`src/design/afr_pkg.sv`:
```
// Package for the frame receiver: word types, status codes and register indexes.
// Depends on nothing. Used by every module in the design folder.
package afr_pkg;

	localparam int unsigned BYTE_W  = 8;
	localparam int unsigned INDEX_W = 9;
	localparam int unsigned CFG_IDX_W = 1;

	typedef enum logic [1:0] {
		ST_OK      = 2'd0,
		ST_BADSUM  = 2'd1,
		ST_TIMEOUT = 2'd2,
		ST_TOOLONG = 2'd3
	} status_t;

	typedef enum logic [CFG_IDX_W-1:0] {
		CFG_START_BYTE = 1'b0,
		CFG_MAX_LENGTH = 1'b1
	} cfg_index_t;

	typedef struct packed {
		logic              kind;
		logic [BYTE_W-1:0] rx_byte;
	} in_word_t;

	typedef struct packed {
		logic [BYTE_W-1:0]  data_byte;
		logic [INDEX_W-1:0] byte_index;
		logic               is_last;
		status_t            status;
	} out_word_t;

	localparam logic [BYTE_W-1:0] START_BYTE_RST = 8'd59;
	localparam logic [BYTE_W-1:0] MAX_LENGTH_RST = 8'd255;

endpackage

```
`src/design/afr_frame_fsm.sv`:
```
// Frame phase machine: takes one registered word per cycle while item_valid is high and forms its result.
// Depends on afr_pkg.
module afr_frame_fsm (
	input  logic                      clk,
	input  logic                      arst_n,
	input  logic                      item_valid,
	input  afr_pkg::in_word_t         item,
	input  logic [afr_pkg::BYTE_W-1:0] start_byte,
	input  logic [afr_pkg::BYTE_W-1:0] max_length,
	output logic                      res_valid,
	output afr_pkg::out_word_t        res
);
	import afr_pkg::*;

	typedef enum logic [1:0] {
		PH_HUNT = 2'd0,
		PH_LEN  = 2'd1,
		PH_DATA = 2'd2,
		PH_CHK  = 2'd3
	} phase_t;

	phase_t              phase_q, phase_d;
	logic [BYTE_W-1:0]   bytes_left_q, bytes_left_d;
	logic [BYTE_W-1:0]   sum_q, sum_d;
	logic [INDEX_W-1:0]  position_q, position_d;
	logic [INDEX_W-1:0]  pos_inc;
	logic [BYTE_W-1:0]   expect_sum;
	logic [BYTE_W-1:0]   b;

	assign b          = item.rx_byte;
	assign pos_inc    = position_q + INDEX_W'(1);
	assign expect_sum = BYTE_W'(0) - sum_q;

	always_comb begin
		phase_d          = phase_q;
		bytes_left_d     = bytes_left_q;
		sum_d            = sum_q;
		position_d       = position_q;
		res_valid        = 1'b0;
		res.data_byte    = b;
		res.byte_index   = position_q;
		res.is_last      = 1'b0;
		res.status       = ST_OK;
		if (item.kind) begin
			res_valid      = 1'b1;
			res.data_byte  = '0;
			res.is_last    = 1'b1;
			res.status     = ST_TIMEOUT;
			phase_d        = PH_HUNT;
			bytes_left_d   = '0;
			sum_d          = '0;
			position_d     = '0;
		end else begin
			unique case (phase_q)
				PH_HUNT: begin
					if (b == start_byte) begin
						phase_d    = PH_LEN;
						position_d = '0;
						sum_d      = '0;
					end
				end
				PH_LEN: begin
					res_valid      = 1'b1;
					res.byte_index = '0;
					position_d     = '0;
					if (b > max_length) begin
						res.is_last  = 1'b1;
						res.status   = ST_TOOLONG;
						phase_d      = PH_HUNT;
						bytes_left_d = '0;
						sum_d        = '0;
					end else begin
						sum_d        = b;
						bytes_left_d = b;
						phase_d      = (b == '0) ? PH_CHK : PH_DATA;
					end
				end
				PH_DATA: begin
					res_valid      = 1'b1;
					res.byte_index = pos_inc;
					sum_d          = sum_q + b;
					position_d     = pos_inc;
					bytes_left_d   = bytes_left_q - BYTE_W'(1);
					if (bytes_left_q == BYTE_W'(1)) begin
						phase_d = PH_CHK;
					end
				end
				PH_CHK: begin
					res_valid      = 1'b1;
					res.byte_index = pos_inc;
					res.is_last    = 1'b1;
					res.status     = (b == expect_sum) ? ST_OK : ST_BADSUM;
					phase_d        = PH_HUNT;
					bytes_left_d   = '0;
					sum_d          = '0;
					position_d     = '0;
				end
				default: begin
					phase_d = PH_HUNT;
				end
			endcase
		end
		if (!item_valid) begin
			res_valid = 1'b0;
		end
	end

	always_ff @(posedge clk or negedge arst_n) begin
		if (!arst_n) begin
			phase_q      <= PH_HUNT;
			bytes_left_q <= '0;
			sum_q        <= '0;
			position_q   <= '0;
		end else if (item_valid) begin
			phase_q      <= phase_d;
			bytes_left_q <= bytes_left_d;
			sum_q        <= sum_d;
			position_q   <= position_d;
		end
	end

endmodule

```
`src/design/afr_out_queue.sv`:
```
// Two-entry result queue that decouples the phase machine from a stalling receiver.
// Depends on afr_pkg.
module afr_out_queue (
	input  logic               clk,
	input  logic               arst_n,
	input  logic               push,
	input  afr_pkg::out_word_t push_word,
	output logic               full,
	output logic               res_valid,
	input  logic               res_stall,
	output afr_pkg::out_word_t res_word
);
	import afr_pkg::*;

	out_word_t  entry_q [2];
	logic       wr_ptr_q;
	logic       rd_ptr_q;
	logic [1:0] count_q;
	logic       pop;

	assign full      = (count_q == 2'd2);
	assign res_valid = (count_q != 2'd0);
	assign res_word  = entry_q[rd_ptr_q];
	assign pop       = res_valid && !res_stall;

	always_ff @(posedge clk) begin
		if (push) begin
			entry_q[wr_ptr_q] <= push_word;
		end
	end

	always_ff @(posedge clk or negedge arst_n) begin
		if (!arst_n) begin
			wr_ptr_q <= 1'b0;
			rd_ptr_q <= 1'b0;
			count_q  <= 2'd0;
		end else begin
			if (push) begin
				wr_ptr_q <= !wr_ptr_q;
			end
			if (pop) begin
				rd_ptr_q <= !rd_ptr_q;
			end
			case ({push, pop})
				2'b10:   count_q <= count_q + 2'd1;
				2'b01:   count_q <= count_q - 2'd1;
				default: count_q <= count_q;
			endcase
		end
	end

endmodule

```
`src/design/aux_frame_receiver.sv`:
```
// Top level of the serial frame receiver: input register, configuration registers,
// phase machine and result queue. Depends on afr_pkg, afr_frame_fsm and afr_out_queue.
//
// Usage: the rx channel carries one word per received event, either a byte from the
// serial line or a receive timeout. The res channel gives one word for each frame
// byte after the start byte (length, payload, checksum) and one for each timeout.
// Both channels move a word at a rising edge where valid is high and stall is low.
// A word accepted at one edge is written into the input register; the phase machine
// processes it when the queue is not full, and any result is registered in the queue,
// from which it shows on res. Throughput: one word per cycle unless the queue is full.
// When the receiver stalls, the two-entry result queue absorbs results; once it is
// full and a word waits in the input register, rx_stall rises until an entry drains.
// Configuration writes through cfg_we, cfg_index and cfg_data take effect at once
// and are meant for an idle block. Reset clears the phase machine to hunting for
// the start byte, empties the queue and loads start byte 59 and max length 255.
module aux_frame_receiver (
	input  logic                          clk,
	input  logic                          arst_n,
	input  logic                          rx_valid,
	output logic                          rx_stall,
	input  afr_pkg::in_word_t             rx_word,
	output logic                          res_valid,
	input  logic                          res_stall,
	output afr_pkg::out_word_t            res_word,
	input  logic                          cfg_we,
	input  logic [afr_pkg::CFG_IDX_W-1:0] cfg_index,
	input  logic [afr_pkg::BYTE_W-1:0]    cfg_data
);
	import afr_pkg::*;

	logic              item_vld_s1;
	in_word_t          item_s1;
	logic [BYTE_W-1:0] start_byte_q;
	logic [BYTE_W-1:0] max_length_q;
	logic              q_full;
	logic              advance;
	logic              fsm_res_valid;
	out_word_t         fsm_res;

	assign advance  = item_vld_s1 && !q_full;
	assign rx_stall = item_vld_s1 && q_full;

	always_ff @(posedge clk or negedge arst_n) begin
		if (!arst_n) begin
			item_vld_s1 <= 1'b0;
		end else if (!rx_stall) begin
			item_vld_s1 <= rx_valid;
		end
	end

	always_ff @(posedge clk) begin
		if (!rx_stall && rx_valid) begin
			item_s1 <= rx_word;
		end
	end

	always_ff @(posedge clk or negedge arst_n) begin
		if (!arst_n) begin
			start_byte_q <= START_BYTE_RST;
			max_length_q <= MAX_LENGTH_RST;
		end else if (cfg_we) begin
			unique case (cfg_index)
				CFG_START_BYTE: start_byte_q <= cfg_data;
				CFG_MAX_LENGTH: max_length_q <= cfg_data;
				default:        start_byte_q <= start_byte_q;
			endcase
		end
	end

	afr_frame_fsm u_fsm (
		.clk        (clk),
		.arst_n     (arst_n),
		.item_valid (advance),
		.item       (item_s1),
		.start_byte (start_byte_q),
		.max_length (max_length_q),
		.res_valid  (fsm_res_valid),
		.res        (fsm_res)
	);

	afr_out_queue u_queue (
		.clk       (clk),
		.arst_n    (arst_n),
		.push      (fsm_res_valid),
		.push_word (fsm_res),
		.full      (q_full),
		.res_valid (res_valid),
		.res_stall (res_stall),
		.res_word  (res_word)
	);

endmodule
```
`config.mk`:
```
export PLATFORM = sky130hd
export DESIGN_NAME = aux_frame_receiver
export DESIGN_NICKNAME = d
export VERILOG_FILES = /design/src/design/afr_pkg.sv /design/src/design/afr_frame_fsm.sv /design/src/design/afr_out_queue.sv /design/src/design/aux_frame_receiver.sv
export SDC_FILE = /design/constraint.sdc
export NUM_CORES = 1
export LEC_CHECK = 0
export BUFFER_PORTS_ARGS = -buffer_cell sky130_fd_sc_hd__clkbuf_2
export CAP_MARGIN = 20
export CORE_UTILIZATION = 40
export DETAILED_ROUTE_END_ITERATION = 10
export GPL_ROUTABILITY_DRIVEN = 0
export PLACE_DENSITY = 0.68
export REMOVE_ABC_BUFFERS = 1
export SLEW_MARGIN = 20
export SYNTH_ARGS = -nofsm -noshare
export SYNTH_HDL_FRONTEND = slang
export SYNTH_SLANG_ARGS = --single-unit
```
`constraint.sdc`:
```
create_clock -name clk -period 2.6 [get_ports clk]
set_input_delay 0 -clock clk [delete_from_list [all_inputs] [get_ports clk]]
set_output_delay 0 -clock clk [all_outputs]
set_load 0.01 [all_outputs]
```
== Word-level counts from Yosys, hierarchy flattened ==
Memories as Yosys holds them, arrays and structs flattened.
Cells that the tools add are included.
Widths: inputs -> output; s select.

* Equal/unequal tests: 11
* Reduce and logical (&&, ||, !) cells: 22
* $add $sub $neg: 6
* Mux-type cells: 28
* Order comparisons: 1
* Bitwise operators: 1

{| class="wikitable"
|+ Operators by type and width
! cell !! count
|-
| $mux 8 || 5
|-
| $pmux 8 s4 || 1
|-
| $mux 9 || 3
|-
| $pmux 9 s3 || 1
|-
| $pmux 8 s3 || 1
|-
| $pmux 9 s2 || 1
|-
| $eq 8x8->1 || 2
|-
| $add 9x1->9 const B || 1
|-
| $add 8x8->8 || 1
|-
| $eq 2x2->1 const B || 4
|-
| $eq 8x1->1 const B || 1
|-
| $gt 8x8->1 || 1
|-
| $logic_not 8->1 || 1
|-
| $mux 2 || 4
|-
| $pmux 2 s4 || 1
|-
| $reduce_and 2->1 || 4
|-
| $sub 1x8->8 const A || 1
|-
| $sub 8x1->8 const B || 1
|-
| $mux 1 || 7
|-
| $mux 3 || 2
|-
| $ne 3x2->1 const B || 2
|-
| $pmux 3 s2 || 1
|-
| $logic_not 1->1 || 5
|-
| $eq 2x1->1 const B || 2
|-
| 11 further kinds || 16
|}

* Flip-flop bits (word level): 57
* Input port bits: 23
* RAM bits: 40
* Output and inout bits: 22
* Memories: 1
* Word-level logic and storage cells: 82

{| class="wikitable"
|+ Memories
! memory !! words !! width !! read ports !! clocked after memory_dff !! write ports !! line !! source
|-
| u_queue.entry_q || 2 || 20 || 1 || 0 || 1 || afr_out_queue.sv:15 || <nowiki>out_word_t entry_q [2];</nowiki>
|}

== Depth between registers and ports, before layout ==
Gate-level depths: netlist of the first run.

* Depth after elaboration: 7
* Mapped depth: 9
* Gate-level depth less buffers: 8

== Cells and area by module ==
A second synthesis of the first run with hierarchy kept.

* Cells, all modules: 456
* Area, all modules: 5302.6 um2

{| class="wikitable"
|+ Modules (own cells, without submodules)
! module !! seq. area each (um2) !! times used !! cells an instance !! area an instance (um2)
|-
| afr_frame_fsm || 675.6 || 1 || 328 || 2670.1
|-
| afr_out_queue || 1301.2 || 1 || 79 || 1654.1
|-
| aux_frame_receiver || 711.9 || 1 || 49 || 978.4
|}

== Worst setup path after synthesis of the first run ==
No wires, ideal clock.

* Kind: register to register
* From: reg max_length_q[5]
* To: reg u_fsm.bytes_left_q[1]
* Buffers on the path: 1
* Slack: 377 ps
* Library setup time: 66 ps
* Cell stages (with the launch flop): 10
* Data required time: 2534 ps
* Arrival time: 2157 ps
* Clock period less this slack: 2223 ps
* Path through: dfstp_2 > inv_1 > ha_1 > a211oi_1 > o21bai_1 > nand3b_1 > a21oi_1 > and4b_1 > buf_2 > a221o_1

* Longest elaborated chain between the ends: 4

{| class="wikitable"
|+ Ends and longest elaborated chain
! item !! line !! source
|-
| from (decl) || aux_frame_receiver.sv:34 || <nowiki>logic [BYTE_W-1:0] max_length_q;</nowiki>
|-
| from (signal assigned) || aux_frame_receiver.sv:64 || <nowiki>CFG_MAX_LENGTH: max_length_q <= cfg_data;</nowiki>
|-
| $gt 8x8->1 || afr_frame_fsm.sv:66 || <nowiki>if (b > max_length) begin</nowiki>
|-
| $mux 8 || afr_frame_fsm.sv:66 ||
|-
| $pmux 8 s3 || afr_frame_fsm.sv:54 || <nowiki>unique case (phase_q)</nowiki>
|-
| $mux 8 || afr_frame_fsm.sv:44 || <nowiki>if (item.kind) begin</nowiki>
|-
| to (signal assigned) || afr_frame_fsm.sv:116 || <nowiki>bytes_left_q <= bytes_left_d;</nowiki>
|-
| to (decl) || afr_frame_fsm.sv:23 || <nowiki>logic [BYTE_W-1:0] bytes_left_q, bytes_left_d;</nowiki>
|}

No other way between the ends.
A chain may end at the register's enable or synchronous reset.

==> results.tsv, run 1 <==
stage	metric	value	unit
grt	grt_overflow	0	
pwr	power_switching_share	34.9	%
grt	grt_first_pass_wirelength	18000	um
pwr	clock_power_share	23.3	%
clock_tree	cts-buffers-inserted	9	
routing	first_iter_violations	224	
grt	met2_usage	30.4	%
clock_tree	cts.sinks	97	
pwr	cellInternalPower	4.00	mW
place	placement.io_buffers	44	
grt	first_global_vias	3649	
logic_synthesis	synth_cells	438	
routing	postRouteAntennaNets	0	
hold_path	worstHoldPathType	primary input to async pin	
place	dp.final_hpwl	7730	um
clock_tree	worst_setup_hold_path_clk_slew	70	ps
die	start_util	40.9	%
grt	gr-usage-met3	4.18	%
grt	global_route.usage.total	18.0	%
flow_run	max_cap_violations	0	
grt	grt_max_degree	31	
setup_path	r2r_cells	7	
grt	grt_busiest_layer	met2	
sta	finalWorstPathRequiredPeriod	2480	ps
pwr	peakVddDrop	0.000351	V
clock_tree	ctsLongestPathBuffers	2	
status	result_of_the_run	complete, no violations	
logic_synthesis	synth_area_per_cell	11.7	um2
sta	setup-violations-final	0	
clock_tree	postCtsSetupRepairBufs	0	
logic_synthesis	dominant_register_cell_in_the_synthesized_netlist	sky130_fd_sc_hd__edfxtp_1	
sta	fmaxAchievable	404	MHz
die	floorplan.rows	41	
die	core	12600	um2
grt	antenna_found_initial	0	
logic_synthesis	synth.yosys.seq_area_share	52.3	%
clock_tree	insertion_delay	360	ps
clock_tree	htreeDepth	3	
grt	groute.layer.met1.usage	22.2	%
logic_synthesis	synth_enable_flop_cells	49	
layout	area_growth	19.2	%
setup_path	critical_path_peak_fanout	8	
logic_synthesis	post-synth-top-count-cell	sky130_fd_sc_hd__edfxtp_1	
clock_tree	clockRootBuffer	sky130_fd_sc_hd__clkbuf_16	
logic_synthesis	post-synth-top-area-fraction	28.6	%
routing	route.detailed.wl_per_inst	16.2	um
clock_tree	cts_tree	built	
logic_synthesis	syn_area	5140	um2
logic_synthesis	synth_seq_cells	97	
setup_path	crit_type	register to register	
sta	whs	137	ps
setup_path	category_of_the_worst_setup_path_capture_point	register	
logic_synthesis	synth.lib_cells_used.distinct	54	
sta	slew_headroom	42.0	%
layout	finish.net_count	563	
sta	timing_worst_slew_pin_value	863	ps
pwr	power_density	1000	nW/um2
logic_synthesis	yosysTopAreaCell	sky130_fd_sc_hd__edfxtp_1	
setup_path	crit_path_end	u_queue.entry_q[1][0]	
setup_path	worstReg2RegStart	item_s1[3]	
routing	routed_wirelength	11200	um
layout	drive_gt1_share	25.0	%
setup_path	worstReg2RegEnd	u_queue.entry_q[1][0]	
logic_synthesis	synth_top_cells_by_count	49 x sky130_fd_sc_hd__edfxtp_1, 37 x sky130_fd_sc_hd__mux2_2, 35 x sky130_fd_sc_hd__dfrtp_1, 32 x sky130_fd_sc_hd__o21ai_0, 31 x sky130_fd_sc_hd__nor2_1	
sta	totalNegativeSetupSlack	0	ps
pwr	switchingPower	2.15	mW
die	die-width	115	um
die	die_area	13300	um2
pwr	cellLeakagePower	2.57	nW
sta	report.final.slew_viol_count	0	
routing	drt_drc_violations_left	0	
setup_path	timing.critical_path.required	2690	ps
die	boundaryPins	45	
pwr	pwr-share-seq	38.9	%
sta	finalHoldViolCount	0	
pwr	p_comb_share	37.9	%
logic_synthesis	synthArstFlopShare	49.5	%
setup_path	r2r_setup_slack	120	ps
sta	grt_setup_unrepaired	no	
routing	firstDrtPassIters	4	
layout	antennaDiodeCount	0	
logic_synthesis	ys_top_cells_by_area	sky130_fd_sc_hd__edfxtp_1 29%, sky130_fd_sc_hd__dfrtp_1 17%, sky130_fd_sc_hd__mux2_2 8.1%	
setup_path	timing.critical_path.from_type	register	
sta	period_share	95.2	%
die	height_of_the_chip	115	um
logic_synthesis	ys_warn_count	0	
routing	vias_per_cell	5.36	
routing	num_vias	3704	
setup_path	worst-endpoint-arrival	2570	ps
sta	clock_skew	9.48	ps
setup_path	crit_start	item_s1[3]	
## worst max-delay path, stage by stage, from the launching register on
cell and delay (ps):
sky130_fd_sc_hd__edfxtp_1 590, sky130_fd_sc_hd__ha_1 390, sky130_fd_sc_hd__and2_1 190, sky130_fd_sc_hd__o21ai_0 110, sky130_fd_sc_hd__a21boi_0 130, sky130_fd_sc_hd__o211a_1 290, sky130_fd_sc_hd__nor4_1 370, sky130_fd_sc_hd__a21oi_1 130
## cells by family after synthesis
logic type	share of synthesized area [%]
AND/OR/NAND/NOR	12.5
flip-flops	52.3
AO/OA/AOI/OAI	12.4
multiplexers	8.29
buffers and inverters	2.89
XOR/XNOR	5.25
adder cells (fa/ha/maj)	6.47
## per-layer routing
layer | wire, um | up-vias
li1 | - | 1771
met1 | 4900 | 1815
met2 | 5620 | 102
met3 | 449 | 16
met4 | 231 | 0
met5 | 0 | -
## worst min-delay path by stage
| stage | start | end | slack [ps] |
|---|---|---|---|
| 5_1_grt | arst_n | start_byte_q[2] | 200 |
| 4_1_cts | arst_n | start_byte_q[2] | 150 |
| 6_report | arst_n | start_byte_q[2] | 140 |
| 3_3_place_gp | arst_n | start_byte_q[2] | -9 |
| 2_1_floorplan | arst_n | item_vld_s1 | -300 |
| 3_5_place_dp | arst_n | start_byte_q[2] | -3 |
## registers in the layout, indices dropped and copies added (netlist names)
register and count:
item_s1 9, item_vld_s1 1, max_length_q 8, start_byte_q 8, u_fsm.bytes_left_q 8, u_fsm.phase_q 2
u_fsm.position_q 9, u_fsm.sum_q 8, u_queue.count_q 2, u_queue.entry_q 40, u_queue.rd_ptr_q 1, u_queue.wr_ptr_q 1
## timing repair
action	4_1_cts	5_1_grt
endpoints found under the hold margin	45	0
hold buffers	20	0
resized for setup	0	0
## final cells by class
cell class	count	area [um2]
inverters	20	75.1
multi-input cells	308	2310
repair buffers	78	526
well taps	172	215
clock inverters	7	93.8
flip-flops and latches	97	2690
fillers	1122	6440
clock buffers	9	225
## cells in the final DEF (no fill, tap or decap), drive strengths merged, types with 5 or more instances in the layout
master / count
a21oi: 8
xnor2: 21
dfrtp: 35
mux2: 37
nand2: 18
nand3: 8
o21ai: 33
nor2: 31
ha: 25
a211oi: 5
dlygate4sd3: 20
xor2: 9
buf: 14
edfxtp: 49
nand2b: 7
nor2b: 13
a221o: 12
and3: 6
clkbuf: 53
nor3: 10
o31ai: 6
nor4: 5
dfstp: 13
a22o: 5
inv: 21
## metrics by stage
| step | instances | power, mW | setup WS (ps) | cell area (um2) | utilization (%) |
|---|---|---|---|---|---|
| 2_1_floorplan | 425 | 3.99 | 319 | 5070 | - |
| 3_3_place_gp | 655 | 4.63 | 301 | 5610 | 44.6 |
| 3_5_place_dp | 655 | 4.72 | 165 | 5610 | 44.6 |
| 4_1_cts | 691 | 6.19 | 149 | 6130 | 48.8 |
| 5_1_grt | 691 | 6.55 | 54.6 | 6130 | 48.8 |
| 6_report | 691 | 6.15 | 124 | 6130 | 48.8 |
## power groups by stage
stage               Sequential [mW]  Clock (mW)  Combinational (mW)
floorplan                      2.35           0                1.64
finish                         2.39        1.43                2.33
detailed placement             2.42           0                2.29
global placement               2.40           0                2.23
global route                   2.44        1.52                2.59
CTS                            2.39        1.46                2.34
(Power assumes the default switching activity.)
==> inputs of run 2 (changes only) <==
Clock period 2.6 ns to 3.1 ns, I/O delays scaled along.
==> run 2 against run 1 <==
  * Sequential power is 15% lower
  * Global-route usage fell by 0.57 points
  * Worst setup slack better by 410 ps
  * Via count about the same
  * Cell area down 1.5%
  * Fmax shrank 3.5%
  * Critical path depth stayed put
  * Clock-buffer cell count did not move
==> results.tsv, run 2 (synthesis gave the netlist of run 1 again) <==
stage	metric	value	unit	change
layout	largest_reg_flops	40		unchanged
sta	report.final.slew_viol_count	0		unchanged
setup_path	path_depth	7		unchanged
setup_path	critical_path_peak_fanout	9		was 8
clock_tree	cts-buffers-inserted	9		unchanged
pwr	pwr-share-seq	40.6	%	was 38.9%
die	floorplan.rows	41		unchanged
setup_path	cell_with_the_largest_stage_delay_on_the_worst_path	sky130_fd_sc_hd__edfxtp_1		unchanged
sta	totalNegativeSetupSlack	0	ps	unchanged
grt	grt_max_degree	29		was 31
layout	area_growth	17.3	%	was 19.2%
sta	grt_setup_unrepaired	no		unchanged
routing	num_vias	3705		was 3704
clock_tree	cts.sinks	97		unchanged
layout	layout_cell_area_excl_fill	6040	um2	was 6130 um2
grt	grt_busiest_layer	met2		unchanged
clock_tree	htreeDepth	3		unchanged
die	die_area	13300	um2	unchanged
setup_path	timing.critical_path.from_type	register		unchanged
die	boundaryPins	45		unchanged
clock_tree	cts_tree	built		unchanged
routing	postRouteAntennaNets	0		unchanged
grt	grt_first_pass_wirelength	17800	um	was 18000 um
sta	finalWorstPathRequiredPeriod	2570	ps	was 2480 ps
clock_tree	post_cts.resized_instances	0		unchanged
clock_tree	clockRootBuffer	sky130_fd_sc_hd__clkbuf_16		unchanged
routing	routed_wirelength	11000	um	was 11200 um
layout	final_cell_mix	49 x sky130_fd_sc_hd__edfxtp_1, 44 x sky130_fd_sc_hd__clkbuf_2, 37 x sky130_fd_sc_hd__mux2_2, 35 x sky130_fd_sc_hd__dfrtp_1, 32 x sky130_fd_sc_hd__o21ai_0		unchanged
layout	finish.net_count	555		was 563
clock_tree	ctsLongestPathBuffers	2		unchanged
die	core	12600	um2	unchanged
clock_tree	worst_setup_hold_path_clk_slew	70	ps	about the same
layout	antennaDiodeCount	0		unchanged
pwr	switchingPower	1.83	mW	was 2.15 mW
place	dp.final_hpwl	7780	um	was 7730 um
clock_tree	insertion_delay	350	ps	was 360 ps
place	place_area	5550	um2	was 5610 um2
setup_path	crit_path_cell_trace	ha_1 > nor2b_1 > o21ai_0 > a21boi_0 > o211a_1 > nor4_1 > a21oi_1		was ha_1 > and2_1 > o21ai_0 > a21boi_0 > o211a_1 > nor4_1 > a21oi_1
layout	final.fill_count	1128		was 1122
place	placement.io_buffers	44		unchanged
pwr	cellLeakagePower	2.51	nW	was 2.57 nW
hold_path	worstHoldPathType	primary input to async pin		unchanged
grt	grt_overflow	0		unchanged
pwr	power.total	5.01	mW	was 6.15 mW
setup_path	crit_type	register to register		unchanged
setup_path	worst-endpoint-arrival	2650	ps	was 2570 ps
clock_tree	postCtsSetupRepairBufs	0		unchanged
flow_run	max_cap_violations	0		unchanged
layout	largest_register	u_queue.entry_q		unchanged
sta	timing_worst_slew_pin_value	898	ps	was 863 ps
routing	first_iter_violations	267		was 224
routing	drt_drc_violations_left	0		unchanged
routing	vias_per_cell	5.42		was 5.36
setup_path	worstPathBufferInverterCount	0		unchanged
setup_path	crit_family	compound AO/OA/AOI/OAI gates		unchanged
sta	clock_skew	8.21	ps	was 9.48 ps
die	start_util	40.9	%	unchanged
setup_path	r2r_cells	7		unchanged
pwr	clock_power_share	21.5	%	was 23.3%
clock_tree	hold_buffers	20		unchanged
layout	final_core_utilization	48.0	%	was 48.8%
grt	first_global_vias	3593		was 3649
die	height_of_the_chip	115	um	unchanged
grt	gr-usage-met3	3.03	%	was 4.18%
sta	whs	184	ps	was 137 ps
layout	drive_gt1_share	24.1	%	was 25.0%
pwr	power_density	830	nW/um2	was 1000 nW/um2
routing	firstDrtPassIters	5		was 4
pwr	peakVddDrop	0.000307	V	was 0.000351 V
setup_path	category_of_the_worst_setup_path_capture_point	register		unchanged
sta	finalHoldViolCount	0		unchanged
setup_path	crit_path_max_incr_delay	620	ps	was 590 ps
pwr	cellInternalPower	3.18	mW	was 4.00 mW
pwr	power_switching_share	36.6	%	was 34.9%
setup_path	timing.critical_path.required	3180	ps	was 2690 ps
routing	route.detailed.wl_per_inst	16.1	um	was 16.2 um
die	die-width	115	um	unchanged
grt	global_route.usage.total	17.5	%	was 18.0%
sta	slew_headroom	40.1	%	was 42.0%
grt	met2_usage	28.7	%	was 30.4%
layout	reg_top3	u_queue.entry_q x40, item_s1 x9, u_fsm.position_q x9		unchanged
sta	fmaxAchievable	390	MHz	was 404 MHz
grt	groute.layer.met1.usage	23.0	%	was 22.2%
sta	period_share	82.8	%	was 95.2%
grt	antenna_found_initial	0		unchanged
layout	layout.cells.most_common	sky130_fd_sc_hd__edfxtp_1		unchanged
pwr	p_comb_share	37.9	%	about the same
status	result_of_the_run	complete, no violations		unchanged
sta	setup-violations-final	0		unchanged
==> run 2: layout make-up <==
type	instances	area, um2	share of cell area [%]
clock buffers	9	225	3.73
clock inverters	7	60.1	0.995
inverters	20	75.1	1.24
multi-input cells	308	2310	38.2
flip-flops and latches	97	2690	44.5
well taps	172	215	3.56
repair buffers	70	465	7.71
==> run 2: worst paths after layout <==
check,startpoint,slack (ps),to
min in group clk,cfg_index,190,start_byte_q[3]
hold / removal,arst_n,180,start_byte_q[2]
setup reg to reg,item_s1[1],530,u_queue.entry_q[1][0]
hold reg to reg,u_queue.wr_ptr_q,510,u_queue.wr_ptr_q
max in group asynchronous,arst_n,2080,max_length_q[6]
setup / recovery,item_s1[1],530,u_queue.entry_q[1][0]
==> run 2: power groups by stage <==
stage	Clock, mW	Combinational [mW]	Sequential, mW
after global routing	1.15	2.10	2.07
after CTS	1.10	1.90	2.03
after detailed placement	0	1.87	2.06
final	1.08	1.90	2.03
after floorplan	0	1.37	1.97
after global placement	0	1.82	2.04
==> run 2: worst reg2reg max path: cells and delay by family, from the launching register on <==
| kind | cells | cell delay (ps) |
|---|---|---|
| AND/OR/NAND/NOR | 2 | 460 |
| adder cells (fa/ha/maj) | 1 | 390 |
| flip-flops | 1 | 620 |
| AO/OA/AOI/OAI | 4 | 840 |
==> run 2: per-layer routing <==
metal	vias up	routed length, um
li1	1761	-
met1	1811	4930
met2	113	5300
met3	20	526
met4	0	220
met5	-	0
==> run 2: stage by stage <==
step / std cells / worst slack [ps]
4_1_cts: 683 / 532
5_1_grt: 683 / 418
6_report: 683 / 534
2_1_floorplan: 425 / 819
3_5_place_dp: 647 / 543
3_3_place_gp: 647 / 604
==> inputs of run 3 (changes only) <==
Clock period 3.1 ns to 2.5 ns, I/O delays scaled along.
==> run 3 against run 2 <==
  * Die area did not move
  * Sequential power increased by 22%
  * Global-route usage rose by 0.40 points
  * Register-to-register slack got worse by 370 ps
  * Largest cell class unchanged
  * Wire length increased by 0.34%
  * Worst setup slack got worse by 370 ps
  * Combinational power grew 28%
  * Critical path depth rose by 1
==> results.tsv, run 3 (synthesis gave the netlist of run 1 again) <==
stage	metric	value	unit	change
layout	antennaDiodeCount	0		unchanged
routing	vias_per_cell	5.33		was 5.42
clock_tree	hold_buffers	20		unchanged
sta	period_share	93.6	%	was 82.8%
layout	largest_register	u_queue.entry_q		unchanged
die	floorplan.rows	41		unchanged
setup_path	timing.critical_path.from_type	register		unchanged
grt	grt_overflow	0		unchanged
die	die_area	13300	um2	unchanged
grt	grt_first_pass_wirelength	18000	um	was 17800 um
clock_tree	cts.sinks	97		unchanged
routing	met2_routed_wirelength	5470	um	was 5300 um
sta	slew_headroom	42.5	%	was 40.1%
layout	drive_gt1_share	25.6	%	was 24.1%
sta	timing_worst_slew_pin_value	862	ps	was 898 ps
pwr	power.total	6.50	mW	was 5.01 mW
hold_path	worstHoldPathType	primary input to async pin		unchanged
grt	first_global_vias	3639		was 3593
clock_tree	post_cts.resized_instances	0		unchanged
routing	routed_wirelength	11000	um	about the same
layout	finish.net_count	568		was 555
layout	final_cell_mix	49 x sky130_fd_sc_hd__edfxtp_1, 44 x sky130_fd_sc_hd__clkbuf_2, 37 x sky130_fd_sc_hd__mux2_2, 35 x sky130_fd_sc_hd__dfrtp_1, 32 x sky130_fd_sc_hd__o21ai_0		unchanged
routing	postRouteAntennaNets	0		unchanged
routing	route.detailed.wl_per_inst	15.8	um	was 16.1 um
die	start_util	40.9	%	unchanged
routing	routed.top_layer	met4		unchanged
pwr	power_density	1050	nW/um2	was 830 nW/um2
layout	layout.cells.most_common	sky130_fd_sc_hd__edfxtp_1		unchanged
sta	finalHoldViolCount	0		unchanged
grt	global_route.usage.total	17.9	%	was 17.5%
layout	largest_reg_flops	40		unchanged
place	placement.io_buffers	44		unchanged
sta	finalWorstPathRequiredPeriod	2340	ps	was 2570 ps
clock_tree	cts_tree	built		unchanged
clock_tree	cts-buffers-inserted	9		unchanged
layout	area_growth	20.3	%	was 17.3%
routing	drt_drc_violations_left	0		unchanged
sta	fmaxAchievable	428	MHz	was 390 MHz
die	boundaryPins	45		unchanged
clock_tree	htreeDepth	3		unchanged
grt	grt_max_degree	34		was 29
pwr	cellLeakagePower	2.61	nW	was 2.51 nW
routing	met1Wirelength	4940	um	was 4930 um
flow_run	max_cap_violations	0		unchanged
clock_tree	ctsLongestPathBuffers	2		unchanged
setup_path	worst-endpoint-arrival	2610	ps	was 2650 ps
setup_path	timing.critical_path.required	2770	ps	was 3180 ps
die	height_of_the_chip	115	um	unchanged
routing	first_iter_violations	250		was 267
sta	totalNegativeSetupSlack	0	ps	unchanged
die	core	12600	um2	unchanged
setup_path	critical_path_peak_fanout	6		was 9
setup_path	crit_type	register to register		unchanged
sta	grt_setup_unrepaired	no		unchanged
sta	setup-violations-final	0		unchanged
die	die-width	115	um	unchanged
place	dp.final_hpwl	7870	um	was 7780 um
pwr	peakVddDrop	0.000396	V	was 0.000307 V
grt	antenna_found_initial	0		unchanged
status	result_of_the_run	complete, no violations		unchanged
sta	report.final.slew_viol_count	0		unchanged
setup_path	category_of_the_worst_setup_path_capture_point	register		unchanged
layout	final_core_utilization	49.2	%	was 48.0%
layout	reg_top3	u_queue.entry_q x40, item_s1 x9, u_fsm.position_q x9		unchanged
routing	num_vias	3712		was 3705
clock_tree	worst_setup_hold_path_clk_slew	60	ps	was 70 ps
routing	met3_length	453	um	was 526 um
clock_tree	clockRootBuffer	sky130_fd_sc_hd__clkbuf_16		unchanged
routing	firstDrtPassIters	5		unchanged
clock_tree	postCtsSetupRepairBufs	0		unchanged
sta	clock_skew	11.1	ps	was 8.21 ps
clock_tree	insertion_delay	350	ps	about the same
[run 3: cell types whose count changed in the layout (fill, tap and decap cells not counted)]
cell                         change
sky130_fd_sc_hd__buf_4          +13
sky130_fd_sc_hd__bufinv_16       +3
sky130_fd_sc_hd__clkbuf_1        +1
sky130_fd_sc_hd__clkinv_1        +1
sky130_fd_sc_hd__clkinv_2        -1
sky130_fd_sc_hd__clkinvlp_4      -2
sky130_fd_sc_hd__inv_8           -2
[run 3: path summary, 6_finish.rpt]
| check | start | endpoint | slack (ps) | depth (start not counted) |
|---|---|---|---|---|
| hold / removal | arst_n | start_byte_q[2] | 120 | 2 |
| setup reg to reg | item_s1[0] | u_fsm.sum_q[6] | 160 | 8 |
| max in group asynchronous | arst_n | max_length_q[5] | 1570 | 3 |
| hold reg to reg | u_queue.wr_ptr_q | u_queue.wr_ptr_q | 500 | 1 |
| min in group clk | cfg_index | start_byte_q[4] | 200 | 3 |
| setup / recovery | item_s1[0] | u_fsm.sum_q[6] | 160 | 8 |
[run 3: through the flow]
stage / std cells / setup WS, ps / hold slack [ps] / area (um2)
2_1_floorplan: 425 / 219 / -296 / 5070
3_3_place_gp: 660 / 273 / -45.5 / 5650
3_5_place_dp: 660 / 188 / -39.8 / 5650
4_1_cts: 696 / 177 / 130 / 6190
5_1_grt: 696 / 58.3 / 165 / 6190
6_report: 696 / 161 / 120 / 6190
[run 3: layout make-up]
| class | count | area (um2) |
|---|---|---|
| clock buffer | 10 | 229 |
| clock inverter | 6 | 111 |
| fill | 1118 | 6380 |
| inverter | 20 | 75.1 |
| multi-input combinational | 308 | 2310 |
| sequential | 97 | 2690 |
| tap | 172 | 215 |
| timing repair buffer | 83 | 563 |
[run 3: power by group]
part | total, mW | leakage, nW | internal (mW) | switching [mW]
clock network | 1.58 | 0.165 | 0.982 | 0.602
logic | 2.44 | 1.38 | 1.15 | 1.29
registers | 2.47 | 1.06 | 2.15 | 0.323
[run 3: critical path, cell delays in order (launching register included)]
cell and delay (ps):
sky130_fd_sc_hd__edfxtp_1 500, sky130_fd_sc_hd__ha_1 290, sky130_fd_sc_hd__fa_1 450, sky130_fd_sc_hd__a211oi_1 340, sky130_fd_sc_hd__o21bai_1 120, sky130_fd_sc_hd__a21oi_1 200
sky130_fd_sc_hd__xnor2_1 150, sky130_fd_sc_hd__a22oi_1 80, sky130_fd_sc_hd__o21ai_0 130
[run 3: layer usage]
layer / up-vias / global-route usage (%)
li1: 1787 / -
met1: 1814 / 22.6
met2: 96 / 29.9
met3: 15 / 4.13
met4: 0 / 6.41
met5: - / 0
